==> config.mk <==
export PLATFORM = sky130hd
export DESIGN_NAME = joystick_axis_condition_direction
export DESIGN_NICKNAME = d
export VERILOG_FILES = /design/src/rtl/jacd_pkg.sv /design/src/rtl/jacd_axis.sv /design/src/rtl/joystick_axis_condition_direction.sv
export SDC_FILE = /design/constraint.sdc
export NUM_CORES = 1
export LEC_CHECK = 0
export BUFFER_PORTS_ARGS = -buffer_cell sky130_fd_sc_hd__buf_2
export CAP_MARGIN = 5
export CORE_MARGIN = 4
export CORE_UTILIZATION = 57
export CTS_CLUSTER_SIZE = 25
export DETAILED_ROUTE_END_ITERATION = 10
export PLACE_DENSITY = 0.84
export REMOVE_ABC_BUFFERS = 1
export SYNTH_ARGS = -nofsm -noshare
export SYNTH_HDL_FRONTEND = slang
export SYNTH_HIERARCHICAL = 1
export SYNTH_SLANG_ARGS = --single-unit
==> constraint.sdc <==
create_clock -name clk -period 15.86 [get_ports clk]
set_input_delay 3.172 -clock clk [delete_from_list [all_inputs] [get_ports clk]]
set_output_delay 3.172 -clock clk [all_outputs]
set_load 0.01 [all_outputs]
==> src/rtl/jacd_pkg.sv <==
// ----------------------------------------------------------------------------
// jacd_pkg
// Types and constants shared by the joystick conditioning pipeline.
// ----------------------------------------------------------------------------
package jacd_pkg;

  localparam int RawW  = 8;
  localparam int PosW  = 8;
  localparam int ProdW = 15;   // |d| * gain numerator, at most 255 * 100
  localparam int RcpW  = 14;   // reciprocal constants
  localparam int QuoW  = 9;    // quotient, at most 344
  localparam int RcpSh = 16;   // reciprocal scale, 2^16
  localparam int MagW  = 7;    // conditioned magnitude, 0..100
  localparam int TanW  = 28;   // |axis| * tangent scale

  localparam logic [RawW-1:0] CenterReset = 8'd132;

  // Positive gain x: d / 0.74 = d * 50 / 37; y: d / 0.77 = d * 100 / 77.
  // Negative gain on both axes: d / 1.4 = d * 5 / 7.
  localparam logic [6:0]      NegNum  = 7'd5;
  localparam logic [6:0]      NegDen  = 7'd7;
  localparam logic [RcpW-1:0] NegRcp  = 14'd9362;   // floor(2^16 / 7)

  localparam logic [MagW-1:0] DeadMax  = 7'd4;
  localparam logic [MagW-1:0] ClampMax = 7'd100;
  localparam logic [MagW-1:0] NeutMax  = 7'd79;

  // tan(46 deg) as 1035530 / 1000000
  localparam logic [20:0] TanNum = 21'd1035530;
  localparam logic [20:0] TanDen = 21'd1000000;

  typedef enum logic [0:0] {
    CFG_X_CENTER = 1'b0,
    CFG_Y_CENTER = 1'b1
  } cfg_idx_t;

  typedef enum logic [2:0] {
    DIR_NEUTRAL = 3'd0,
    DIR_RIGHT   = 3'd1,
    DIR_LEFT    = 3'd2,
    DIR_UP      = 3'd3,
    DIR_DOWN    = 3'd4
  } dir_t;

  typedef struct packed {
    logic [6:0]      pos_num;
    logic [6:0]      pos_den;
    logic [RcpW-1:0] pos_rcp;
  } gain_t;

  localparam gain_t GainX = '{pos_num: 7'd50,  pos_den: 7'd37, pos_rcp: 14'd1771};
  localparam gain_t GainY = '{pos_num: 7'd100, pos_den: 7'd77, pos_rcp: 14'd851};

  typedef struct packed {
    logic s1;
    logic s2;
    logic s3;
  } stage_en_t;

endpackage

==> src/rtl/jacd_axis.sv <==
// ----------------------------------------------------------------------------
// jacd_axis
// Three-stage axis conditioner: center offset and gain product, reciprocal
// quotient estimate, then quotient correction, deadzone and clamp.
// ----------------------------------------------------------------------------
module jacd_axis
  import jacd_pkg::*;
(
  input  logic                   clk,
  input  stage_en_t              en,
  input  gain_t                  gain,
  input  logic [RawW-1:0]        raw,
  input  logic [RawW-1:0]        center,
  output logic signed [PosW-1:0] pos
);

  // stage 1
  logic signed [RawW:0] diff;
  logic [RawW-1:0]      mag_in;
  logic                 neg_in;
  logic [ProdW-1:0]     prod_nxt;
  logic [ProdW-1:0]     prod1_r;
  logic                 neg1_r;

  // stage 2
  logic [RcpW-1:0]       rcp;
  logic [ProdW+RcpW-1:0] scaled;
  logic [QuoW-1:0]       quo2_r;
  logic [ProdW-1:0]      prod2_r;
  logic                  neg2_r;

  // stage 3
  logic [6:0]       den;
  logic [ProdW:0]   back;
  logic [ProdW-1:0] rem;
  logic [QuoW-1:0]  quo;
  logic [MagW-1:0]  mag;
  logic signed [PosW-1:0] pos_nxt;
  logic signed [PosW-1:0] pos_r;

  always_comb begin
    diff     = $signed({1'b0, raw}) - $signed({1'b0, center});
    neg_in   = diff[RawW];
    mag_in   = neg_in ? RawW'(-diff) : diff[RawW-1:0];
    prod_nxt = ProdW'(mag_in * (neg_in ? NegNum : gain.pos_num));
  end

  always_ff @(posedge clk) begin
    if (en.s1) begin
      prod1_r <= prod_nxt;
      neg1_r  <= neg_in;
    end
  end

  // Reciprocal estimate is at most one below the true quotient.
  always_comb begin
    rcp    = neg1_r ? NegRcp : gain.pos_rcp;
    scaled = prod1_r * rcp;
  end

  always_ff @(posedge clk) begin
    if (en.s2) begin
      quo2_r  <= scaled[RcpSh +: QuoW];
      prod2_r <= prod1_r;
      neg2_r  <= neg1_r;
    end
  end

  always_comb begin
    den  = neg2_r ? NegDen : gain.pos_den;
    back = (ProdW+1)'(quo2_r * den);
    rem  = prod2_r - back[ProdW-1:0];
    quo  = (rem >= ProdW'(den)) ? quo2_r + QuoW'(1) : quo2_r;
    if (quo <= QuoW'(DeadMax)) begin
      mag = '0;
    end else if (quo > QuoW'(ClampMax)) begin
      mag = ClampMax;
    end else begin
      mag = quo[MagW-1:0];
    end
    pos_nxt = neg2_r ? -$signed({1'b0, mag}) : $signed({1'b0, mag});
  end

  always_ff @(posedge clk) begin
    if (en.s3) begin
      pos_r <= pos_nxt;
    end
  end

  assign pos = pos_r;

endmodule

==> src/rtl/joystick_axis_condition_direction.sv <==
// ----------------------------------------------------------------------------
// joystick_axis_condition_direction
// Joystick sample conditioning with deadzone, clamp and direction sectors.
// ----------------------------------------------------------------------------
// Input channel in_*: one beat carries raw_x and raw_y, accepted when
// in_valid is high and in_stall is low. Output channel out_*: one beat per
// input beat with pos_x, pos_y (two's complement, -100..100) and direction
// (0 neutral, 1 right, 2 left, 3 up, 4 down), in input order.
// Config port cfg_*: write x_center (index 0) or y_center (index 1) while
// the pipeline is empty; both reset to 132.
// Throughput: one beat per cycle while out_stall is low. An accepted beat
// reaches out_valid through four register stages (gain product, reciprocal
// multiply, quotient correction and clamp, sector compare into the output
// register); the accept edge loads the first. Reset: synchronous, active
// low; clears all stage valid bits and restores the centers. out_stall
// holds an occupied stage only when all stages ahead of it are full; empty
// stages still fill, and in_stall rises only once the first stage is held.
// ----------------------------------------------------------------------------
module joystick_axis_condition_direction
  import jacd_pkg::*;
(
  input  logic                   clk,
  input  logic                   rst_n,
  input  logic                   in_valid,
  output logic                   in_stall,
  input  logic [RawW-1:0]        in_raw_x,
  input  logic [RawW-1:0]        in_raw_y,
  output logic                   out_valid,
  input  logic                   out_stall,
  output logic signed [PosW-1:0] out_pos_x,
  output logic signed [PosW-1:0] out_pos_y,
  output logic [2:0]             out_direction,
  input  logic                   cfg_we,
  input  logic [0:0]             cfg_index,
  input  logic [RawW-1:0]        cfg_data
);

  logic [RawW-1:0] x_center_r;
  logic [RawW-1:0] y_center_r;

  logic v1_r, v2_r, v3_r, v4_r;
  logic en4;
  stage_en_t en;

  logic signed [PosW-1:0] pos_x3;
  logic signed [PosW-1:0] pos_y3;

  logic [MagW-1:0] ax;
  logic [MagW-1:0] ay;
  logic [TanW-1:0] lhs;
  logic [TanW-1:0] rhs;
  dir_t            dir_nxt;

  logic signed [PosW-1:0] pos_x_r;
  logic signed [PosW-1:0] pos_y_r;
  dir_t                   dir_r;

  always_ff @(posedge clk) begin
    if (!rst_n) begin
      x_center_r <= CenterReset;
      y_center_r <= CenterReset;
    end else if (cfg_we) begin
      case (cfg_idx_t'(cfg_index))
        CFG_X_CENTER: x_center_r <= cfg_data;
        CFG_Y_CENTER: y_center_r <= cfg_data;
        default: ;
      endcase
    end
  end

  // A stage advances when it is empty or the stage ahead advances.
  always_comb begin
    en4   = !v4_r || !out_stall;
    en.s3 = !v3_r || en4;
    en.s2 = !v2_r || en.s3;
    en.s1 = !v1_r || en.s2;
  end

  assign in_stall = !en.s1;

  always_ff @(posedge clk) begin
    if (!rst_n) begin
      v1_r <= 1'b0;
      v2_r <= 1'b0;
      v3_r <= 1'b0;
      v4_r <= 1'b0;
    end else begin
      if (en.s1) v1_r <= in_valid;
      if (en.s2) v2_r <= v1_r;
      if (en.s3) v3_r <= v2_r;
      if (en4)   v4_r <= v3_r;
    end
  end

  jacd_axis u_axis_x (
    .clk    (clk),
    .en     (en),
    .gain   (GainX),
    .raw    (in_raw_x),
    .center (x_center_r),
    .pos    (pos_x3)
  );

  jacd_axis u_axis_y (
    .clk    (clk),
    .en     (en),
    .gain   (GainY),
    .raw    (in_raw_y),
    .center (y_center_r),
    .pos    (pos_y3)
  );

  // Outside the neutral box, horizontal exactly when |y| < tan(46 deg) * |x|.
  always_comb begin
    ax  = pos_x3[PosW-1] ? MagW'(-pos_x3) : pos_x3[MagW-1:0];
    ay  = pos_y3[PosW-1] ? MagW'(-pos_y3) : pos_y3[MagW-1:0];
    lhs = TanW'(ay * TanDen);
    rhs = TanW'(ax * TanNum);
    if (ax <= NeutMax && ay <= NeutMax) begin
      dir_nxt = DIR_NEUTRAL;
    end else if (lhs < rhs) begin
      dir_nxt = pos_x3[PosW-1] ? DIR_LEFT : DIR_RIGHT;
    end else begin
      dir_nxt = pos_y3[PosW-1] ? DIR_DOWN : DIR_UP;
    end
  end

  always_ff @(posedge clk) begin
    if (en4) begin
      pos_x_r <= pos_x3;
      pos_y_r <= pos_y3;
      dir_r   <= dir_nxt;
    end
  end

  assign out_valid     = v4_r;
  assign out_pos_x     = pos_x_r;
  assign out_pos_y     = pos_y_r;
  assign out_direction = dir_r;

endmodule

; Yosys cells after proc, flatten, opt, wreduce, memory -nomap -nowiden
; Index checks and enable logic that the tools add are counted.
[classes]
shifts = 0
n_mul = 8
magnitude_cmp = 9
n_reduce_logical = 13
n_div = 0
bitwise_logic = 1
n_mux = 21
n_eq_ne = 0
add_sub_neg = 12
[ops]
columns = operator, count
row1 = $mux W7, 10
row2 = $mul A15 B14 Y25, 2
row3 = $ge A15 B7 Y1, 2
row4 = $mul A8 B15 Y15, 2
row5 = $mul A9 B7 Y15, 2
row6 = $sub A15 B15 Y15, 2
row7 = $mux W14, 2
row8 = $lt A27 B27 Y1, 1
row9 = $mul A7 B19 Y26 const B, 1
row10 = $mul A7 B14 Y21 const B, 1
row11 = $add A9 B1 Y9 const B, 2
row12 = $gt A9 B7 Y1 const B, 2
row13 = $le A9 B3 Y1 const B, 2
row14 = $mux W9, 2
row15 = $sub A8 B8 Y9, 2
row16 = $mux W8, 2
row17 = $neg A7 Y8, 2
row18 = $neg A8 Y8, 2
row19 = $le A7 B7 Y1 const B, 2
row20 = $neg A7 Y7, 2
row21 = $mux W6, 2
row22 = $logic_not A1 Y1, 6
row23 = $mux W3, 2
row24 = $logic_or A1 B1 Y1, 4
row25 = other kinds (4), 5
[totals]
mem_bits_rw = 0
register_bits = 137
latchBits = 0
rom_bits = 0
word_cells = 87
mem_count = 0

; Longest topological paths before layout
; Gate-level depths: netlist of the first run.
[logic_depth]
ltp_word = 10
depth_mapped = 33
ltp_nobuf = 32

; Cells and area by module
; The synthesis of the first run kept the hierarchy.
[modules_own_cells]
columns = mod, cells_per_inst, area_each_um2, n_inst, seq_area_each_um2
row1 = jacd_axis (u_axis_x), 1442, 13058.8, 1, 1471.4
row2 = jacd_axis (u_axis_y), 1445, 13028.7, 1, 1471.4
row3 = joystick_axis_condition_direction, 626, 5829.3, 1, 970.9

; Worst setup path before layout of the first run
; No wires, ideal clock.
[synth_path]
path_kind = input -> register
startpoint = in in_raw_x[0]
endpoint = reg u_axis_x.prod1_r[14] (data pin)
n_path_buf = 1
arrival_ns = 8.858
stages = 33
required_ns = 15.600
setup_slack_ns = 6.742
cell_sequence = inv_1 ha_1 inv_1 fa_1 a21o_1 a21oi_1 o21bai_1 a21oi_1 o21bai_1 a21o_1 inv_1 clkbuf_1 a22oi_1 fa_1 inv_1 ha_1 inv_1 fa_1 fa_1 inv_1 ha_1 inv_1 nor2_1 nor2_1 nor2b_1 o21ai_0 a21oi_1 o21a_1 nor2_1 o21bai_1 a21oi_1 o21ai_0 xnor2_1
[synth_lines]
columns = item, line_no
row1 = "start, declared", joystick_axis_condition_direction.sv:26  ; input logic [RawW-1:0] in_raw_x,
row2 = $sub A8 B8 Y9 (*), jacd_axis.sv:42  ; diff = $signed({1'b0, raw}) - $signed({1'b0, center});
row3 = via u_axis_x.diff[8], jacd_axis.sv:18  ; logic signed [RawW:0] diff;
row4 = $mux W8 or $mux W6 (tied branches), "jacd_axis.sv:44, jacd_axis.sv:45"
row5 = $mul A8 B15 Y15 (*), jacd_axis.sv:45  ; prod_nxt = ProdW'(mag_in * (neg_in ? NegNum : gain.pos_num));
row6 = via u_axis_x.prod_nxt[14], jacd_axis.sv:21  ; logic [ProdW-1:0] prod_nxt;
row7 = "end signal, assigned", jacd_axis.sv:50  ; prod1_r <= prod_nxt;
row8 = "end, declared", jacd_axis.sv:22  ; logic [ProdW-1:0] prod1_r;
; Mark *: on every way through the listed nets, which the timed path passes. The rest lies on a longest branch.
; A chain may end at the register's enable or synchronous reset.

; Worst setup path after layout of the first run
[layout_path]
startpoint = in in_raw_x[0]
endpoint = reg u_axis_x.prod1_r[14] (data pin)
[layout_between]
elab_chain_cells = 4
[layout_rtl]
columns = item, line_no
row1 = $sub A8 B8 Y9 (*), jacd_axis.sv:42
row2 = $neg A8 Y8, jacd_axis.sv:44  ; mag_in = neg_in ? RawW'(-diff) : diff[RawW-1:0];
row3 = $mux W8, jacd_axis.sv:44
row4 = $mul A8 B15 Y15 (*), jacd_axis.sv:45
row5 = via u_axis_x.prod_nxt[14], jacd_axis.sv:21
; Marked as above.

==> results of run 1 <==
==> logic make-up after synthesis <==
family	Yosys count
xor+xnor	179
compound gates	406
other cells	2
fa+ha+maj	921
mux	15
simple gates	1066
buf+inv	787
flops	137
==> area by class of cell <==
type | instances | share of cell area
sequential | 137 | 0.116
timing repair buffer | 66 | 0.0110
tap | 748 | 0.0277
clock inverter | 14 | 0.00545
clock buffer | 18 | 0.0127
inverter | 671 | 0.0746
multi-input combinational | 2696 | 0.753
==> worst max path at each step <==
stage                 from                        endpoint  slack [ns]  cells past startpoint
4_1_cts        in_raw_x[0]  u_axis_x/prod1_r[14]$_DFFE_PP_        6.61                     33
2_1_floorplan  in_raw_x[0]  u_axis_x/prod1_r[14]$_DFFE_PP_        6.80                     32
6_report       in_raw_x[0]  u_axis_x/prod1_r[14]$_DFFE_PP_        6.57                     33
5_1_grt        in_raw_x[0]  u_axis_x/prod1_r[14]$_DFFE_PP_        6.21                     33
3_5_place_dp   in_raw_x[0]  u_axis_x/prod1_r[14]$_DFFE_PP_        6.07                     33
3_3_place_gp   in_raw_x[0]  u_axis_x/prod1_r[14]$_DFFE_PP_        6.28                     33
==> synth_stat cells (all sizes together), types with 4 or more instances <==
library cell  number
edfxtp           117
a21o              51
o211ai            13
o21bai            21
mux2               7
nand3             34
o22ai              7
a211oi             5
o31a               5
buf                7
ha               437
nand4             16
nand2            450
nor2             138
nor4              12
dfxtp             20
and2             158
o21ai             85
a221oi             5
fa               484
a22o               8
xor2              50
a31o               5
mux2i              8
or3               11
nand3b             5
or2               13
xnor2            129
inv              671
o21a              20
nor3              27
a22oi              8
nand2b            23
nor3b             10
and3              28
or4                4
o31ai             13
clkbuf           109
nor2b            128
o211a              5
a21oi             94
a21boi            18
a31oi             15
o2111ai            6
==> state kept, by name, summed over array words and instances (netlist names), 3 cells and up <==
name / count
x_center_r: 8
u_axis_y/prod2_r: 15
u_axis_y/quo2_r: 9
out_pos_x: 8
out_pos_y: 8
u_axis_x/quo2_r: 9
u_axis_x/prod2_r: 15
u_axis_x/prod1_r: 15
y_center_r: 8
u_axis_y/pos: 8
u_axis_x/pos: 8
out_direction: 3
u_axis_y/prod1_r: 15
==> stage by stage <==
| step | instances | setup slack (ns) | util |
|---|---|---|---|
| 3_5_place_dp | 4318 | 6.07 | 0.599 |
| 5_1_grt | 4350 | 6.21 | 0.610 |
| 4_1_cts | 4350 | 6.61 | 0.610 |
| 6_report | 4350 | 6.57 | 0.610 |
| 3_3_place_gp | 4318 | 6.28 | 0.599 |
| 2_1_floorplan | 3504 | 6.80 | - |
==> layout by cell type, fill, tap and decap left out, types with 9 or more instances in the layout <==
cell type,instances
inv_1,669
fa_1,484
nand2_1,449
ha_1,437
and2_1,154
nor2_1,136
nor2b_1,128
xnor2_1,128
edfxtp_1,117
conb_1,109
a21oi_1,91
o21ai_0,77
buf_2,50
a21o_1,49
xor2_1,48
nand3_1,33
and3_1,27
nor3_1,27
nand2b_1,23
o21bai_1,21
dfxtp_1,20
o21a_1,19
clkbuf_16,17
a21boi_0,16
buf_4,16
nand4_1,15
a31oi_1,12
o211ai_1,12
or2_2,12
nor4_1,12
o31ai_1,10
nor3b_1,10
or3_1,9
==> layer usage <==
layer	vias to the layer above	global-route usage	share of wire
met5	-	0	0
met4	0	0.0790	0.025
met3	145	0.0495	0.069
met2	754	0.402	0.48
met1	11600	0.304	0.42
li1	11200	-	-
==> critical path: cells and delay by family <==
| kind | cells | cell delay (ns) |
|---|---|---|
| adders and majority gates | 7 | 2.71 |
| AOI/OAI and AO/OA | 13 | 2.32 |
| xor gates and xnor gates | 1 | 0.14 |
| buffers and inverters | 8 | 0.75 |
| and+or+nand+nor | 4 | 0.43 |
==> impl_metrics.tcl, run 1 <==
set metrics [dict create \
    status "finished, final reports clean" \
    synth_compound_area_frac 0.0900 \
    grt_overflow 0 \
    clock.fmax_mhz 108 \
    whs_path_depth 2 \
    synth_xor_area_frac 0.0498 \
    synth_top_area_cell "fa_1" \
    crit_path_top_delay_cell "fa_1" \
    avgSynthCellArea_um2 9.09 \
    grt_pass1_vias 25200 \
    yosys_register_bits 137 \
    start_util 0.577 \
    wire_per_inst_um 15.5 \
    whs_ns 0.467 \
    worstMarginPinSlew_ns 1.31 \
    antennaDiodeCount 0 \
    fin_skew_ns 0.0147 \
    drv_cap 0 \
    crit_path_max_incr_delay_ns 0.56 \
    route.antenna.remaining_nets 0 \
    async_flop_share 0 \
    ff2ff_path_depth 30 \
    synthToLayoutAreaGrowth_pct 5.78 \
    clockRootBuffer "clkbuf_16" \
    synth_cells 3513 \
    regToRegSetupSlack_ns 7.54 \
    r2r_end "u_axis_x/pos[4]$_DFFE_PP_" \
    seqCellArea_um2 3910 \
    post_drt_via_cell_ratio 5.43 \
    dpl.hpwl_mm 54.2 \
    place_area_um2 33100 \
    antenna_found_initial 0 \
    synthAdderAreaFrac 0.475 \
    post_cts_buffers 0 \
    drtPass1Iterations 5 \
    fill_cells 4499 \
    clk_pin_slew_ns 0.07 \
    synth_area_leaders "fa_1 30%, ha_1 17%, edfxtp_1 11%" \
    worst-endpoint-arrival_ns 9.54 \
    worstSetupEndpointType "flip-flop" \
    multi_input_area_um2 25400 \
    io_buffers 50 \
    synth_top_area_frac 0.304 \
    wirelength_mm 67.6 \
    worst_skew_pair.late_latency_ns 0.50 \
    yosysSeqAreaShare 0.123 \
    grt_pass1_wl_mm 117 \
    die_area_um2 59800 \
    worstHoldPathType "reg -> reg" \
    synth_top_family_by_area "adder cells" \
    nets 4540 \
    yosysUniqueCellTypes 103 \
    critical_path_required_ns 16.11 \
    rr_startpoint "u_axis_x/neg2_r$_DFFE_PP_" \
    max_slew_margin 0.123 \
    clockBufferDepth 2 \
    final_area_um2 33800 \
    grt_start_max_net_pins 51 \
    design.core.area_um2 55300 \
    drtIter0Drc 1406 \
    critical_path.most_common_cell "inv_1" \
    crit_type "in -> reg" \
    drc_errors 0 \
    synth.area.mux_share 0.00510 \
    min_from "y_center_r[4]$_SDFFE_PN0P_" \
    ctsHoldBuffers 0 \
    clock-sinks 137 \
    grt.total_usage 0.237 \
    cp-start-kind "input pin" \
    cts.htree.levels 4 \
    rows 86 \
    fin_crit_ns 9.29 \
    netlist_area_um2 31900 \
    min_to "y_center_r[4]$_SDFFE_PN0P_" \
    pin_count 51 \
    fin_setup_tns_ns 0 \
    maxSlewViolCount 0 \
    ys.flop_type "edfxtp_1" \
    place.gp.congestion 0.908 \
    cts_made_buffers 17 \
    fp.dieW_um 245 \
    rsz0062_at_grt "no" \
    hold_viol 0 \
    min_period_over_period 0.586 \
    yosys_warnings 6 \
    die_y_um 245 \
    cts_resized 0 \
    cts_tree "done" \
    finalSetupViolations 0 \
    crit_fanout 18 \
    synth_simple_gate_area_frac 0.163 \
    drive_gt1_frac 0.0453 \
    synth-edff-count 117 \
    vias 23600 \
]
Power of run 1 is left out: the tool's default activity adds up to more than one toggle a clock period on the data nets, which glitch-free logic cannot reach.
==> run 2, diff against run 1 <==
ABC_AREA = 1   (was default)
clock period = 8.7 ns   (was 15.86 ns; I/O delays follow)
==> run 2 against run 1 <==
Against the previous run:
- flip-flop and latch count unchanged
- wire length up 11%
- clock skew down 0.0049 ns
- core utilization down 0.21 points
- clock-buffer cell count up 5
- first-iteration DRC count up 26%
- register-to-register slack worse by 6.2 ns
- synthesized area up 2.4%
- cell count up 14%
==> impl_metrics.tcl, run 2 <==
set metrics [dict create \
    fp.dieW_um 247 \
    critical_path.most_common_cell "inv_1" \
    crit_path_max_incr_delay_ns 0.55 \
    synth-edff-count 117 \
    stdcell_count 4944 \
    ys.flop_type "edfxtp_1" \
    dp_slack_ns 0.784 \
    antenna_found_initial 1 \
    synth_top_area_frac 0.297 \
    nets 5126 \
    cp-start-kind "input pin" \
    grt.total_usage 0.258 \
    cts_tree "done" \
    hold_viol 0 \
    drtPass1Iterations 7 \
    clock-sinks 137 \
    status "finished, final reports clean" \
    worst_skew_pair.late_latency_ns 0.48 \
    io_buffers 50 \
    grt_pass1_vias 27600 \
    worst-endpoint-arrival_ns 7.83 \
    dpl.hpwl_mm 63.1 \
    yosysSeqAreaShare 0.120 \
    synth_top_area_cell "fa_1" \
    path_buf_inv 7 \
    multi_input_area_um2 25000 \
    crit_path_top_delay_cell "fa_1" \
    finalSetupViolations 0 \
    crit_type "in -> reg" \
    min_period_over_period 0.874 \
    die_y_um 247 \
    seqCellArea_um2 3910 \
    clock.fmax_mhz 132 \
    yosys_warnings 6 \
    rows 87 \
    fin_crit_ns 7.60 \
    synth_area_leaders "fa_1 30%, ha_1 17%, inv_1 11%" \
    yosys-top-cells-count "955 x inv_1, 840 x nand2_1, 484 x fa_1" \
    worstHoldPathType "reg -> reg" \
    cts_made_buffers 17 \
    setup_ws_ns 1.10 \
    cts_resized 0 \
    wirelength_mm 74.9 \
    whs_ns 0.453 \
    worstMarginPinSlew_ns 1.05 \
    avgSynthCellArea_um2 7.97 \
    crit_fanout 13 \
    post_cts_buffers 0 \
    fin_setup_tns_ns 0 \
    pin_count 51 \
    place.gp.congestion 0.962 \
    maxSlewViolCount 0 \
    rsz0062_at_grt "no" \
    clockRootBuffer "clkbuf_16" \
    async_flop_share 0 \
    drtIter0Drc 1773 \
    grt_overflow 0 \
    die_area_um2 61200 \
    yosys_register_bits 137 \
    place_inst 4912 \
    final_cell_mix "954 x inv_1, 840 x nand2_1, 484 x fa_1, 437 x ha_1, 428 x nor2_1" \
    drc_errors 0 \
    synthToLayoutAreaGrowth_pct 5.38 \
    netlist_area_um2 32700 \
    grt_pass1_wl_mm 129 \
    antennaDiodeCount 0 \
    clk_pin_slew_ns 0.06 \
    max_slew_margin 0.300 \
    critical_path_required_ns 8.92 \
    clockBufferDepth 2 \
    drive_gt1_frac 0.0547 \
    wire_per_inst_um 15.1 \
    synth_most_common_cell "inv_1" \
    synth_cells 4102 \
    cts.htree.levels 4 \
    route.antenna.remaining_nets 0 \
    start_util 0.577 \
    final_common_cell "inv_1" \
    vias 26100 \
    cp_top_family "adder cells" \
    drv_cap 0 \
    ctsHoldBuffers 0 \
    post_drt_via_cell_ratio 5.28 \
    fin_skew_ns 0.00974 \
    fill_cells 4793 \
    worstSetupEndpointType "flip-flop" \
    design.core.area_um2 56600 \
    yosysUniqueCellTypes 59 \
    grt_start_max_net_pins 53 \
]
## run 2: changes by cell type after synthesis, sizes merged, moves of 98 or more
cell,delta
and2,-154
inv,+309
nand2,+428
nand3,+98
nor2,+316
nor2b,-128
## run 2: final cells by class
type / count / area share
clock buffers: 23 / 0.0142
multi-input cells: 2974 / 0.726
clock inverters: 9 / 0.00174
repair buffers: 55 / 0.00836
well taps: 756 / 0.0275
inverters: 990 / 0.108
flip-flops and latches: 137 / 0.114
## run 2: cells by family after synthesis
family                     share of synthesized area
adders and majority gates                      0.464
xor gates and xnor gates                      0.0423
buffers and inverters                          0.122
other                                       0.000230
DFF                                            0.120
and+or+nand+nor                                0.201
AOI/OAI and AO/OA                             0.0508
## run 2: worst paths after layout
check / start / to / slack (ns) / cells past startpoint
worst max-delay path: in_raw_x[0] / u_axis_x/prod1_r[14]$_DFFE_PP_ / 1.10 / 31
worst min-delay path: u_axis_y/pos[6]$_DFFE_PP_ / out_pos_y[6]$_DFFE_PP_ / 0.45 / 0
worst max register to register: u_axis_y/neg1_r$_DFFE_PP_ / u_axis_y/quo2_r[7]$_DFFE_PP_ / 1.39 / 22
worst min register to register: u_axis_y/pos[6]$_DFFE_PP_ / out_pos_y[6]$_DFFE_PP_ / 0.45 / 0
## run 2: per-stage QoR
stage,utilization,instance area [µm²]
final,0.608,34400
after global placement,0.599,33900
after CTS,0.608,34400
after floorplan,-,32700
after global routing,0.608,34400
after detailed placement,0.599,33900
## run 2: metal layers
layer	track usage	routed length (µm)
met5	0	16
met4	0.0878	2300
met3	0.0459	5370
met2	0.447	36000
met1	0.328	31200
Power of run 2 is left out for the same reason.
